**config.mk**
```make
export PLATFORM = sky130hd
export DESIGN_NAME = command_byte_fifo_unit
export DESIGN_NICKNAME = d
export VERILOG_FILES = /design/src/cbf_pkg.sv /design/src/cbf_ram.sv /design/src/cbf_fifo.sv /design/src/cbf_front.sv /design/src/cbf_back.sv /design/src/command_byte_fifo_unit.sv
export SDC_FILE = /design/constraint.sdc
export NUM_CORES = 1
export LEC_CHECK = 0
export ABC_AREA = 0
export BUFFER_PORTS_ARGS = -buffer_cell sky130_fd_sc_hd__buf_2
export CAP_MARGIN = 10
export CORE_MARGIN = 2
export CORE_UTILIZATION = 62
export CTS_CLUSTER_DIAMETER = 150
export DETAILED_ROUTE_END_ITERATION = 12
export GPL_ROUTABILITY_DRIVEN = 1
export PLACE_DENSITY = 0.79
export SYNTH_ARGS = -nofsm -noshare
export SYNTH_HDL_FRONTEND = slang
export SYNTH_HIERARCHICAL = 1
export SYNTH_SLANG_ARGS = --single-unit
```
**constraint.sdc**
```tcl
create_clock -name clk_i -period 5 [get_ports clk_i]
set_input_delay 1 -clock clk_i [delete_from_list [all_inputs] [get_ports clk_i]]
set_output_delay 1 -clock clk_i [all_outputs]
set_load 0.01 [all_outputs]
```
**src/cbf_pkg.sv**
```systemverilog
// shared types and constants for the command byte fifo
`timescale 1ns / 1ps

package cbf_pkg;

  localparam int unsigned DEPTH_DEFAULT = 32;
  localparam logic [7:0]  LINE_END      = 8'h0d;

  localparam logic [1:0] CMD_PUT  = 2'd0;
  localparam logic [1:0] CMD_GET  = 2'd1;
  localparam logic [1:0] CMD_LINE = 2'd2;

  typedef enum logic [2:0] {
    ST_OK       = 3'd0,
    ST_FULL     = 3'd1,
    ST_EMPTY    = 3'd2,
    ST_NOCMD    = 3'd3,
    ST_EMPTYCMD = 3'd4
  } status_e;

  typedef enum logic [1:0] {
    OP_PUT,
    OP_GET,
    OP_LINE,
    OP_NONE
  } op_e;

  typedef struct packed {
    logic [1:0] cmd;
    logic [7:0] byte_in;
  } cbf_in_t;

  typedef struct packed {
    logic [7:0] data_out;
    status_e    status;
    logic       last;
    logic       is_empty;
    logic       is_full;
    logic       command_pending;
  } cbf_out_t;

  typedef struct packed {
    op_e        op;
    logic [7:0] data;
    logic       is_cr;
  } fe_item_t;

  typedef struct packed {
    logic     valid;
    fe_item_t item;
  } fe_req_t;

endpackage

```
**src/cbf_ram.sv**
```systemverilog
// generic single write port ram with registered read
`timescale 1ns / 1ps

module cbf_ram #(
  parameter int unsigned WIDTH = 8,
  parameter int unsigned DEPTH = 32,
  localparam int unsigned ADDR_W = $clog2(DEPTH)
) (
  input  logic              clk_i,
  input  logic              we_i,
  input  logic [ADDR_W-1:0] waddr_i,
  input  logic [WIDTH-1:0]  wdata_i,
  input  logic              re_i,
  input  logic [ADDR_W-1:0] raddr_i,
  output logic [WIDTH-1:0]  rdata_o
);

  logic [WIDTH-1:0] mem_q [DEPTH];
  logic [WIDTH-1:0] rdata_q;

  always_ff @(posedge clk_i) begin
    if (we_i) begin
      mem_q[waddr_i] <= wdata_i;
    end
    if (re_i) begin
      rdata_q <= mem_q[raddr_i];
    end
  end

  assign rdata_o = rdata_q;

endmodule

```
**src/cbf_fifo.sv**
```systemverilog
// two-entry word queue
`timescale 1ns / 1ps

module cbf_fifo #(
  parameter int unsigned WIDTH = 8
) (
  input  logic             clk_i,
  input  logic             rst_ni,
  input  logic             push_i,
  input  logic [WIDTH-1:0] data_i,
  output logic             full_o,
  input  logic             pop_i,
  output logic [WIDTH-1:0] data_o,
  output logic             empty_o
);

  logic [WIDTH-1:0] slot_q [2];
  logic             wr_q, wr_d;
  logic             rd_q, rd_d;
  logic [1:0]       cnt_q, cnt_d;
  logic             do_push, do_pop;

  assign full_o  = (cnt_q == 2'd2);
  assign empty_o = (cnt_q == 2'd0);
  assign do_push = push_i & ~full_o;
  assign do_pop  = pop_i & ~empty_o;
  assign data_o  = slot_q[rd_q];

  always_comb begin
    wr_d  = do_push ? ~wr_q : wr_q;
    rd_d  = do_pop ? ~rd_q : rd_q;
    cnt_d = cnt_q;
    if (do_push && !do_pop) begin
      cnt_d = cnt_q + 2'd1;
    end else if (do_pop && !do_push) begin
      cnt_d = cnt_q - 2'd1;
    end
  end

  always_ff @(posedge clk_i or negedge rst_ni) begin
    if (!rst_ni) begin
      wr_q  <= 1'b0;
      rd_q  <= 1'b0;
      cnt_q <= 2'd0;
    end else begin
      wr_q  <= wr_d;
      rd_q  <= rd_d;
      cnt_q <= cnt_d;
    end
  end

  always_ff @(posedge clk_i) begin
    if (do_push) begin
      slot_q[wr_q] <= data_i;
    end
  end

endmodule

```
**src/cbf_front.sv**
```systemverilog
// front end: decodes incoming words and queues them for the back end
`timescale 1ns / 1ps

module cbf_front (
  input  logic              clk_i,
  input  logic              rst_ni,
  input  logic              push_i,
  input  cbf_pkg::cbf_in_t  word_i,
  output logic              full_o,
  output cbf_pkg::fe_req_t  req_o,
  input  logic              rdy_i
);

  import cbf_pkg::*;

  fe_item_t                 item;
  logic [$bits(fe_item_t)-1:0] q_data;
  logic                     q_empty;

  always_comb begin
    item.data  = word_i.byte_in;
    item.is_cr = (word_i.byte_in == LINE_END);
    case (word_i.cmd)
      CMD_PUT:  item.op = OP_PUT;
      CMD_GET:  item.op = OP_GET;
      CMD_LINE: item.op = OP_LINE;
      default:  item.op = OP_NONE;
    endcase
  end

  cbf_fifo #(
    .WIDTH($bits(fe_item_t))
  ) u_queue (
    .clk_i  (clk_i),
    .rst_ni (rst_ni),
    .push_i (push_i),
    .data_i (item),
    .full_o (full_o),
    .pop_i  (rdy_i),
    .data_o (q_data),
    .empty_o(q_empty)
  );

  assign req_o.valid = ~q_empty;
  assign req_o.item  = fe_item_t'(q_data);

endmodule

```
**src/cbf_back.sv**
```systemverilog
// back end: ring buffer pointers, byte store and command execution
`timescale 1ns / 1ps

module cbf_back #(
  parameter int unsigned DEPTH = cbf_pkg::DEPTH_DEFAULT
) (
  input  logic              clk_i,
  input  logic              rst_ni,
  input  cbf_pkg::fe_req_t  req_i,
  output logic              rdy_o,
  input  logic              res_rdy_i,
  output logic              res_push_o,
  output cbf_pkg::cbf_out_t res_o
);

  import cbf_pkg::*;

  localparam int unsigned PTR_W = $clog2(DEPTH);
  localparam logic [PTR_W-1:0] PTR_LAST = PTR_W'(DEPTH - 1);

  typedef enum logic [3:0] {
    S_IDLE = 4'b0001,
    S_GET  = 4'b0010,
    S_DRD  = 4'b0100,
    S_DCHK = 4'b1000
  } state_e;

  function automatic logic [PTR_W-1:0] ptr_next(input logic [PTR_W-1:0] p);
    return (p == PTR_LAST) ? '0 : PTR_W'(p + 1'b1);
  endfunction

  state_e           state_q, state_d;
  logic [PTR_W-1:0] wp_q, wp_d;
  logic [PTR_W-1:0] rp_q, rp_d;
  logic             flag_q, flag_d;
  logic             have_q, have_d;
  logic [7:0]       pend_q, pend_d;

  logic [PTR_W-1:0] wp_nx, rp_nx;
  logic             buf_empty, buf_full;
  logic             ram_we, ram_re;
  logic [7:0]       ram_rdata;

  assign wp_nx     = ptr_next(wp_q);
  assign rp_nx     = ptr_next(rp_q);
  assign buf_empty = (wp_q == rp_q);
  assign buf_full  = (wp_nx == rp_q);

  always_comb begin
    state_d    = state_q;
    wp_d       = wp_q;
    rp_d       = rp_q;
    flag_d     = flag_q;
    have_d     = have_q;
    pend_d     = pend_q;
    rdy_o      = 1'b0;
    res_push_o = 1'b0;
    ram_we     = 1'b0;
    ram_re     = 1'b0;
    res_o.data_out        = 8'd0;
    res_o.status          = ST_OK;
    res_o.last            = 1'b1;
    res_o.is_empty        = buf_empty;
    res_o.is_full         = buf_full;
    res_o.command_pending = flag_q;

    case (state_q)
      S_IDLE: begin
        rdy_o = res_rdy_i;
        if (req_i.valid && res_rdy_i) begin
          case (req_i.item.op)
            OP_PUT: begin
              res_push_o = 1'b1;
              if (buf_full) begin
                res_o.status = ST_FULL;
              end else begin
                ram_we                = 1'b1;
                wp_d                  = wp_nx;
                flag_d                = flag_q | req_i.item.is_cr;
                res_o.is_empty        = 1'b0;
                res_o.is_full         = (ptr_next(wp_nx) == rp_q);
                res_o.command_pending = flag_d;
              end
            end
            OP_GET: begin
              if (buf_empty) begin
                res_push_o   = 1'b1;
                res_o.status = ST_EMPTY;
              end else begin
                ram_re  = 1'b1;
                state_d = S_GET;
              end
            end
            OP_LINE: begin
              if (flag_q) begin
                have_d  = 1'b0;
                state_d = S_DRD;
              end else begin
                res_push_o   = 1'b1;
                res_o.status = ST_NOCMD;
              end
            end
            default: begin
              res_push_o   = 1'b1;
              res_o.status = ST_NOCMD;
            end
          endcase
        end
      end
      S_GET: begin
        if (res_rdy_i) begin
          res_push_o     = 1'b1;
          res_o.data_out = ram_rdata;
          res_o.is_empty = (rp_nx == wp_q);
          res_o.is_full  = 1'b0;
          rp_d           = rp_nx;
          state_d        = S_IDLE;
        end
      end
      S_DRD: begin
        if (buf_empty) begin
          if (res_rdy_i) begin
            res_push_o            = 1'b1;
            res_o.data_out        = have_q ? pend_q : 8'd0;
            res_o.status          = have_q ? ST_OK : ST_EMPTYCMD;
            res_o.is_empty        = 1'b1;
            res_o.is_full         = 1'b0;
            res_o.command_pending = 1'b0;
            flag_d                = 1'b0;
            state_d               = S_IDLE;
          end
        end else begin
          ram_re  = 1'b1;
          state_d = S_DCHK;
        end
      end
      S_DCHK: begin
        if (res_rdy_i) begin
          rp_d           = rp_nx;
          res_o.is_empty = (rp_nx == wp_q);
          res_o.is_full  = 1'b0;
          if (ram_rdata == LINE_END) begin
            res_push_o            = 1'b1;
            res_o.data_out        = have_q ? pend_q : 8'd0;
            res_o.status          = have_q ? ST_OK : ST_EMPTYCMD;
            res_o.command_pending = 1'b0;
            flag_d                = 1'b0;
            state_d               = S_IDLE;
          end else begin
            res_push_o     = have_q;
            res_o.data_out = pend_q;
            res_o.last     = 1'b0;
            pend_d         = ram_rdata;
            have_d         = 1'b1;
            state_d        = S_DRD;
          end
        end
      end
      default: begin
        state_d = S_IDLE;
      end
    endcase
  end

  always_ff @(posedge clk_i or negedge rst_ni) begin
    if (!rst_ni) begin
      state_q <= S_IDLE;
      wp_q    <= '0;
      rp_q    <= '0;
      flag_q  <= 1'b0;
      have_q  <= 1'b0;
    end else begin
      state_q <= state_d;
      wp_q    <= wp_d;
      rp_q    <= rp_d;
      flag_q  <= flag_d;
      have_q  <= have_d;
    end
  end

  always_ff @(posedge clk_i) begin
    pend_q <= pend_d;
  end

  cbf_ram #(
    .WIDTH(8),
    .DEPTH(DEPTH)
  ) u_store (
    .clk_i  (clk_i),
    .we_i   (ram_we),
    .waddr_i(wp_q),
    .wdata_i(req_i.item.data),
    .re_i   (ram_re),
    .raddr_i(rp_q),
    .rdata_o(ram_rdata)
  );

endmodule

```
**src/command_byte_fifo_unit.sv**
```systemverilog
// top level of the command byte fifo
`timescale 1ns / 1ps

// Byte ring buffer of DEPTH slots holding up to DEPTH-1 bytes, with carriage
// return detection. Words enter a two-entry front queue and are executed by
// the back end one at a time; results leave through a two-entry result
// queue. A put, a get on an empty buffer and a refused get-command end in
// the idle state; a get waits in the get state for the registered read of
// the byte store. A get-command drain takes the word, reads each byte via
// the read and check states up to the terminator, and gives the final word
// there or on an empty buffer. The byte store needs no clearing after reset.

module command_byte_fifo_unit #(
  parameter int unsigned DEPTH = cbf_pkg::DEPTH_DEFAULT
) (
  input  logic              clk_i,
  input  logic              rst_ni,
  input  logic              push,
  input  cbf_pkg::cbf_in_t  cmd_word_i,
  output logic              full,
  output logic              empty,
  input  logic              pop,
  output cbf_pkg::cbf_out_t res_word_o
);

  import cbf_pkg::*;

  fe_req_t                     fe_req;
  logic                        fe_rdy;
  logic                        res_push;
  logic                        res_full;
  cbf_out_t                    res_word;
  logic [$bits(cbf_out_t)-1:0] res_data;

  cbf_front u_front (
    .clk_i (clk_i),
    .rst_ni(rst_ni),
    .push_i(push),
    .word_i(cmd_word_i),
    .full_o(full),
    .req_o (fe_req),
    .rdy_i (fe_rdy)
  );

  cbf_back #(
    .DEPTH(DEPTH)
  ) u_back (
    .clk_i     (clk_i),
    .rst_ni    (rst_ni),
    .req_i     (fe_req),
    .rdy_o     (fe_rdy),
    .res_rdy_i (~res_full),
    .res_push_o(res_push),
    .res_o     (res_word)
  );

  cbf_fifo #(
    .WIDTH($bits(cbf_out_t))
  ) u_resq (
    .clk_i  (clk_i),
    .rst_ni (rst_ni),
    .push_i (res_push),
    .data_i (res_word),
    .full_o (res_full),
    .pop_i  (pop),
    .data_o (res_data),
    .empty_o(empty)
  );

  assign res_word_o = cbf_out_t'(res_data);

  a_no_push_when_full : assert property (
    @(posedge clk_i) disable iff (!rst_ni) res_push |-> !res_full
  ) else $error("result pushed into full queue");

  a_empty_falls_on_push : assert property (
    @(posedge clk_i) disable iff (!rst_ni) $fell(empty) |-> $past(res_push)
  ) else $error("result queue filled without a push");

  a_full_status_flag : assert property (
    @(posedge clk_i) disable iff (!rst_ni)
      (!empty && res_word_o.status == ST_FULL) |-> res_word_o.is_full
  ) else $error("dropped byte reported with buffer not full");

  a_empty_status_flag : assert property (
    @(posedge clk_i) disable iff (!rst_ni)
      (!empty && res_word_o.status == ST_EMPTY) |-> res_word_o.is_empty
  ) else $error("empty status with bytes left in buffer");

endmodule

```
==> flow_metrics.py, run 1 <==
metrics = {
    "timing": {
        "hold-worst-slack_ps": 480,
        "drv_slew": 0,
        "skew_ps": 20.9,
        "rsz0062_at_grt": "false",
        "clock.fmax_mhz": 226,
        "tns_ps": 0,
        "tightest_slew_ps": 962,
        "period_share_pct": 88.5,
        "finalSetupViolations": 0,
        "hold_viol": 0,
        "slew_headroom_pct": 35.7,
        "fin_crit_ps": 4430,
    },
    "synth": {
        "synth_async_sr_flop_share_pct": 6.90,
        "ys.flop_type": "edfxtp_1",
        "ys_seq_elements": 348,
        "yosysTopAreaCell": "edfxtp_1",
        "ys_warn_count": 6,
        "synth_area_leaders": "edfxtp_1 67%, mux4_2 12%, dfrtp_1 4.0%",
        "synth.most_common_cell": "edfxtp_1",
        "synthDistinctLibCells": 68,
        "netlist_instances": 768,
        "synth_top_area_share_pct": 67.0,
        "synth.cell_area_um2": 14500,
        "synth_fp_nets": 794,
        "synth_commonest_cells": "324 x edfxtp_1, 80 x mux4_2, 52 x nor2_1",
        "ys_seq_area_share_pct": 71.1,
        "synth_edf_count": 324,
        "syn_avg_cell_area_um2": 18.9,
    },
    "floorplan": {
        "rows": 56,
        "start_util_pct": 62.4,
        "io_pins": 31,
        "dieHeight_um": 157,
        "die-area_um2": 24700,
        "core_um2": 23300,
        "die_w_um": 157,
    },
    "global_routing": {
        "grt_max_degree": 57,
        "grt_pass1_wl_mm": 45.9,
        "grt-ovfl-total": 0,
        "antenna_found_initial": 0,
        "first_global_vias": 7366,
        "track_usage_pct": 26.1,
    },
    "placed_design": {
        "port_buffers": 30,
        "gp_congestion": 0.934,
        "hpwl_mm": 18.8,
        "placed_area_um2": 15000,
    },
    "cts": {
        "hold_buffers": 0,
        "clkLatencyLatePin_ps": 530,
        "post_cts_buffers": 0,
        "clockBufferDepth": 3,
        "cts_tree": "yes",
        "post_cts_resized": 0,
        "clk_pin_slew_ps": 60,
        "cts-root-buf": "clkbuf_16",
        "numClockSinks": 348,
        "cts_buffers": 35,
        "ctsHtreeMaxLevel": 2,
    },
    "setup_path": {
        "required_ps": 5150,
        "cp_max_fo": 15,
        "end_kind": "flip-flop",
        "r2r_slack_ps": 570,
        "start_kind": "flip-flop",
        "path_class": "flip-flop to flip-flop",
        "cp.arrival_ps": 4570,
    },
    "pwr": {
        "p_sw_share_pct": 29.4,
        "intPower_uw": 6260,
        "p_seq_share_pct": 45.2,
        "p_leak_uw": 0.00527,
        "power.density_nw_per_um2": 550,
        "clkPwrFrac_pct": 30.1,
        "p_comb_share_pct": 24.7,
        "vdd_drop_max_uv": 337,
        "p_sw_uw": 2610,
    },
    "layout": {
        "diodes": 0,
        "ff_latch_area_um2": 10300,
        "fin_area_um2": 16100,
        "synthToLayoutAreaGrowth_pct": 11.2,
        "multi_input_area_um2": 3890,
        "drive_above_1_share_pct": 26.7,
        "fin_nets": 835,
        "nFillCells": 1444,
    },
    "route": {
        "wl_mm": 30.9,
        "vias": 7516,
        "via_per_inst": 6.51,
        "firstDrtPassIters": 5,
        "drt_iter0_drc": 884,
        "wire_per_inst_um": 26.8,
        "remaining_drc_errors": 0,
        "drtAntennaViolNets": 0,
    },
    "hold_path": {
        "min_path_type": "input port to asynchronous set/reset pin",
    },
    "flow_run": {
        "maxCapViolCount": 0,
    },
    "run_status": {
        "outcome": "completed",
    },
}
## cells in the final DEF (no fill, tap or decap), drive strengths merged, types with 11 or more instances in the layout
master  instances
inv            18
clkbuf         41
o21ai          14
mux2           40
buf            45
nand2          17
a21oi          11
ha             12
mux4           80
xnor2          13
dfrtp          23
xor2           16
edfxtp        324
nor2           52
## worst max-delay path: stages (launching register included)
cell and delay [ps]:
dfrtp_1 590, ha_1 330, and3_1 180, ha_1 440, nor2b_1 90, mux2i_1 260
xor2_1 210, a21oi_2 510, nand3b_1 670, nor2_1 760
## state kept, by name, indices dropped and copies added, names as in the netlist, 2 cells and up
signal,cells
u_front/u_queue/cnt_q,2
u_resq/slot_q,30
u_back/wp_q,5
u_back/rp_q,5
u_back/u_store/mem_q,256
u_back/pend_q,8
u_back/u_store/rdata_o,8
u_back/state_q,4
u_resq/cnt_q,2
u_front/u_queue/slot_q,22
## power groups by stage
stage          Sequential, µW  Combinational (µW)  Clock, µW
5_1_grt                  4060                2360       2820
2_1_floorplan            3930                1650          0
6_report                 4020                2190       2670
4_1_cts                  4020                2200       2710
3_5_place_dp             4080                2180          0
3_3_place_gp             4050                2140          0
## layout make-up
type	count	share of cell area (%)
clock buffer	41	5.76
clock inverter	22	1.62
inverter	16	0.372
multi-input combinational	363	24.1
sequential	348	64.0
tap	319	2.47
timing repair buffer	45	1.63
## cell families (layout without fill, tap and decap cells)
family,count (synthesis),count (layout),synth area share (%)
AO/OA/AOI/OAI,61,61,3.01
XOR/XNOR,29,29,1.75
adder cells (fa/ha/maj),12,12,1.03
buffers and inverters,57,124,2.03
flip-flops,348,348,71.1
multiplexers,123,123,15.9
AND/OR/NAND/NOR,138,138,5.08
## worst paths after layout
kind | startpoint | to | cells after the start
worst min register to register | u_resq/wr_q | u_resq/wr_q | 1
worst max register to register | u_back/wp_q[0] | u_back/u_store/mem_q[18][7] | 9
worst min-delay path | rst_ni | u_back/state_q[3] | 1
worst max-delay path | u_back/wp_q[0] | u_back/u_store/mem_q[18][7] | 9
min in group clk_i | u_resq/wr_q | u_resq/wr_q | 1
max in group asynchronous | rst_ni | u_back/rp_q[0] | 1
## per-layer routing
metal | global-route usage (%) | wire length [µm] | share of wire [%]
met5 | 0 | 0 | 0
met4 | 9.31 | 1050 | 3.4
met3 | 5.86 | 3070 | 9.9
met2 | 41.3 | 14800 | 48
met1 | 36.4 | 12000 | 39
## per-stage QoR
| step | cells | utilization, % | total power [µW] | setup slack, ps |
|---|---|---|---|---|
| floorplan | 768 | - | 5570 | 1470 |
| global placement | 1091 | 64.3 | 6190 | 921 |
| detailed placement | 1091 | 64.3 | 6260 | 679 |
| CTS | 1154 | 69.4 | 8930 | 653 |
| global route | 1154 | 69.4 | 9240 | 244 |
| finish | 1154 | 69.4 | 8880 | 574 |
Power figures use the tool's default switching activity.
==> run 2: changes to the inputs <==
Settings changed: ABC_AREA 0 to 1, CORE_UTILIZATION 62 to 50, PLACE_DENSITY 0.79 to 0.66.
==> flow_metrics.py, run 2 <==
metrics = {
    "layout": {
        "post-route-util_pct": 54.7,
        "nFillCells": 2622,
        "fin_nets": 1473,
        "largest_reg_flops": 256,
        "layout_commonest_cell": "nand2_1",
        "drive_above_1_share_pct": 9.48,
        "regMostFlops": "u_back/u_store/mem_q",
        "layout_common_cells": "524 x nand2_1, 324 x edfxtp_1, 234 x nand3_1, 80 x nor2_1, 63 x inv_1",
        "diodes": 0,
        "synthToLayoutAreaGrowth_pct": 8.33,
        "largestRegisters": "u_back/u_store/mem_q: 256 flops, u_resq/slot_q: 30 flops, u_front/u_queue/slot_q: 22 flops",
    },
    "cts": {
        "clkLatencyLatePin_ps": 520,
        "post_cts_buffers": 0,
        "cts_buffers": 36,
        "numClockSinks": 348,
        "hold_buffers": 0,
        "cts-root-buf": "clkbuf_16",
        "clockBufferDepth": 3,
        "post_cts_resized": 0,
        "clk_pin_slew_ps": 60,
        "cts_tree": "yes",
        "ctsHtreeMaxLevel": 2,
    },
    "synth": {
        "ys_warn_count": 6,
        "synth-simple-area-share_pct": 24.4,
        "yosysTopAreaCell": "edfxtp_1",
        "synth_area_leaders": "edfxtp_1 63%, nand2_1 13%, nand3_1 7.6%",
        "synthXorXnorAreaFrac_pct": 0.456,
        "synth_fa_ha_area_share_pct": 0.977,
        "synth.cell_area_um2": 15400,
        "synth_top_family_by_area": "simple AND/OR/NAND/NOR gates",
        "synth_compound_area_share_pct": 1.91,
        "ys_seq_elements": 348,
        "synth_async_sr_flop_share_pct": 6.90,
        "syn_avg_cell_area_um2": 10.7,
        "ys_seq_area_share_pct": 67.2,
        "ys.flop_type": "edfxtp_1",
        "synth_commonest_cells": "532 x nand2_1, 324 x edfxtp_1, 234 x nand3_1",
        "synth_fp_nets": 1461,
        "synth_mux_area_share_pct": 0,
        "synthDistinctLibCells": 39,
        "synth_top_area_share_pct": 63.3,
        "synth.most_common_cell": "nand2_1",
        "synth_edf_count": 324,
        "netlist_instances": 1435,
    },
    "floorplan": {
        "io_pins": 31,
        "die_w_um": 179,
        "dieHeight_um": 179,
        "die-area_um2": 32200,
        "rows": 64,
        "core_um2": 30400,
        "start_util_pct": 50.5,
    },
    "timing": {
        "period_share_pct": 81.6,
        "hold_viol": 0,
        "rsz0062_at_grt": "false",
        "tightest_slew_ps": 1130,
        "tns_ps": 0,
        "skew_ps": 14.0,
        "drv_slew": 0,
        "clock.fmax_mhz": 245,
        "slew_headroom_pct": 24.5,
        "fin_crit_ps": 4080,
        "finalSetupViolations": 0,
    },
    "placed_design": {
        "gp_congestion": 0.881,
        "port_buffers": 30,
        "hpwl_mm": 21.8,
    },
    "route": {
        "wire_per_inst_um": 18.8,
        "via_per_inst": 5.52,
        "wl_met1_mm": 14.9,
        "wl_mm": 34.9,
        "firstDrtPassIters": 5,
        "drtAntennaViolNets": 0,
        "drt_iter0_drc": 1039,
        "wl_met2_mm": 16.9,
        "wl_met3_mm": 2.51,
        "vias": 10300,
        "remaining_drc_errors": 0,
        "maxUsedRoutingLayer": "met4",
    },
    "pwr": {
        "p_leak_uw": 0.00641,
        "power.density_nw_per_um2": 608,
        "vdd_drop_max_uv": 374,
    },
    "global_routing": {
        "grt-ovfl-total": 0,
        "grt_pass1_wl_mm": 53.1,
        "grt_max_degree": 129,
        "antenna_found_initial": 0,
        "track_usage_pct": 22.1,
        "first_global_vias": 9533,
    },
    "setup_path": {
        "cp_max_fo": 14,
        "end_kind": "flip-flop",
        "path_class": "flip-flop to flip-flop",
        "required_ps": 5150,
        "start_kind": "flip-flop",
        "cp.arrival_ps": 4230,
    },
    "flow_run": {
        "maxCapViolCount": 0,
    },
    "run_status": {
        "outcome": "completed",
    },
    "hold_path": {
        "min_path_type": "input port to asynchronous set/reset pin",
    },
}
run 2: cell count changes after synthesis, sizes merged, moves of 12 or more:
cell	previous run	this run
buf	22	54
inv	16	74
mux2	40	0
mux4	80	0
nand2	17	543
nand3	5	237
nor2	52	90
o21ai	14	30
xor2	16	4
run 2: final cells by class:
class                      instances  area, µm²  share of cell area (%)
clock buffer                      44        931                    5.59
clock inverter                    13        101                   0.609
inverter                          75        285                    1.71
multi-input combinational        949       4280                    25.7
sequential                       348      10300                    62.1
tap                              396        495                    2.98
timing repair buffer              37        223                    1.34
run 2: worst paths after layout:
check / slack, ps / endpoint / cells past startpoint / startpoint
min: 480 / u_resq/rd_q / 1 / rst_ni
min in group clk_i: 480 / u_resq/wr_q / 2 / u_resq/wr_q
max: 920 / u_back/u_store/mem_q[19][6] / 13 / u_back/wp_q[0]
max reg2reg: 920 / u_back/u_store/mem_q[19][6] / 13 / u_back/wp_q[0]
min reg2reg: 480 / u_resq/wr_q / 2 / u_resq/wr_q
max in group asynchronous: 4050 / u_back/rp_q[0] / 1 / rst_ni
run 2: cells by family (layout without fill, tap and decap cells):
group           after synthesis  after routing
flops                       348            348
xor+xnor                      8              8
fa+ha+maj                    12             12
simple gates                883            883
buf+inv                     138            169
compound gates               46             46
run 2: report_power, final:
part           switching [µW]  internal [µW]
registers                 281           3880
logic                    2620            944
clock network            1030           1370
total                    3920           6190
run 2: routing by layer:
metal  vias up  GRT usage, %
met3        56          3.48
met5         -             0
met2       382          35.9
met4         0          6.05
met1      4947          31.1
li1       4891             -
run 2: critical path, stage by stage, from the launching register on:
cell,delay (ps)
dfrtp_1,490
ha_1,290
nand2_2,120
nor2_1,60
ha_1,220
nor2_1,230
nand2_1,110
nand4_1,160
nor2_4,60
nand2_4,80
nand2_4,50
nor2_4,340
nand3_1,710
nor2_1,780
run 2: per-stage QoR:
stage	total power (µW)	std cells	hold slack, ps	worst slack, ps	area [µm²]
floorplan	6750	1435	449	2070	15400
global placement	7710	1804	462	1100	15600
detailed placement	7760	1804	474	1020	15600
CTS	10200	1861	492	1010	16600
global route	10700	1862	510	736	16700
finish	10100	1862	480	921	16700
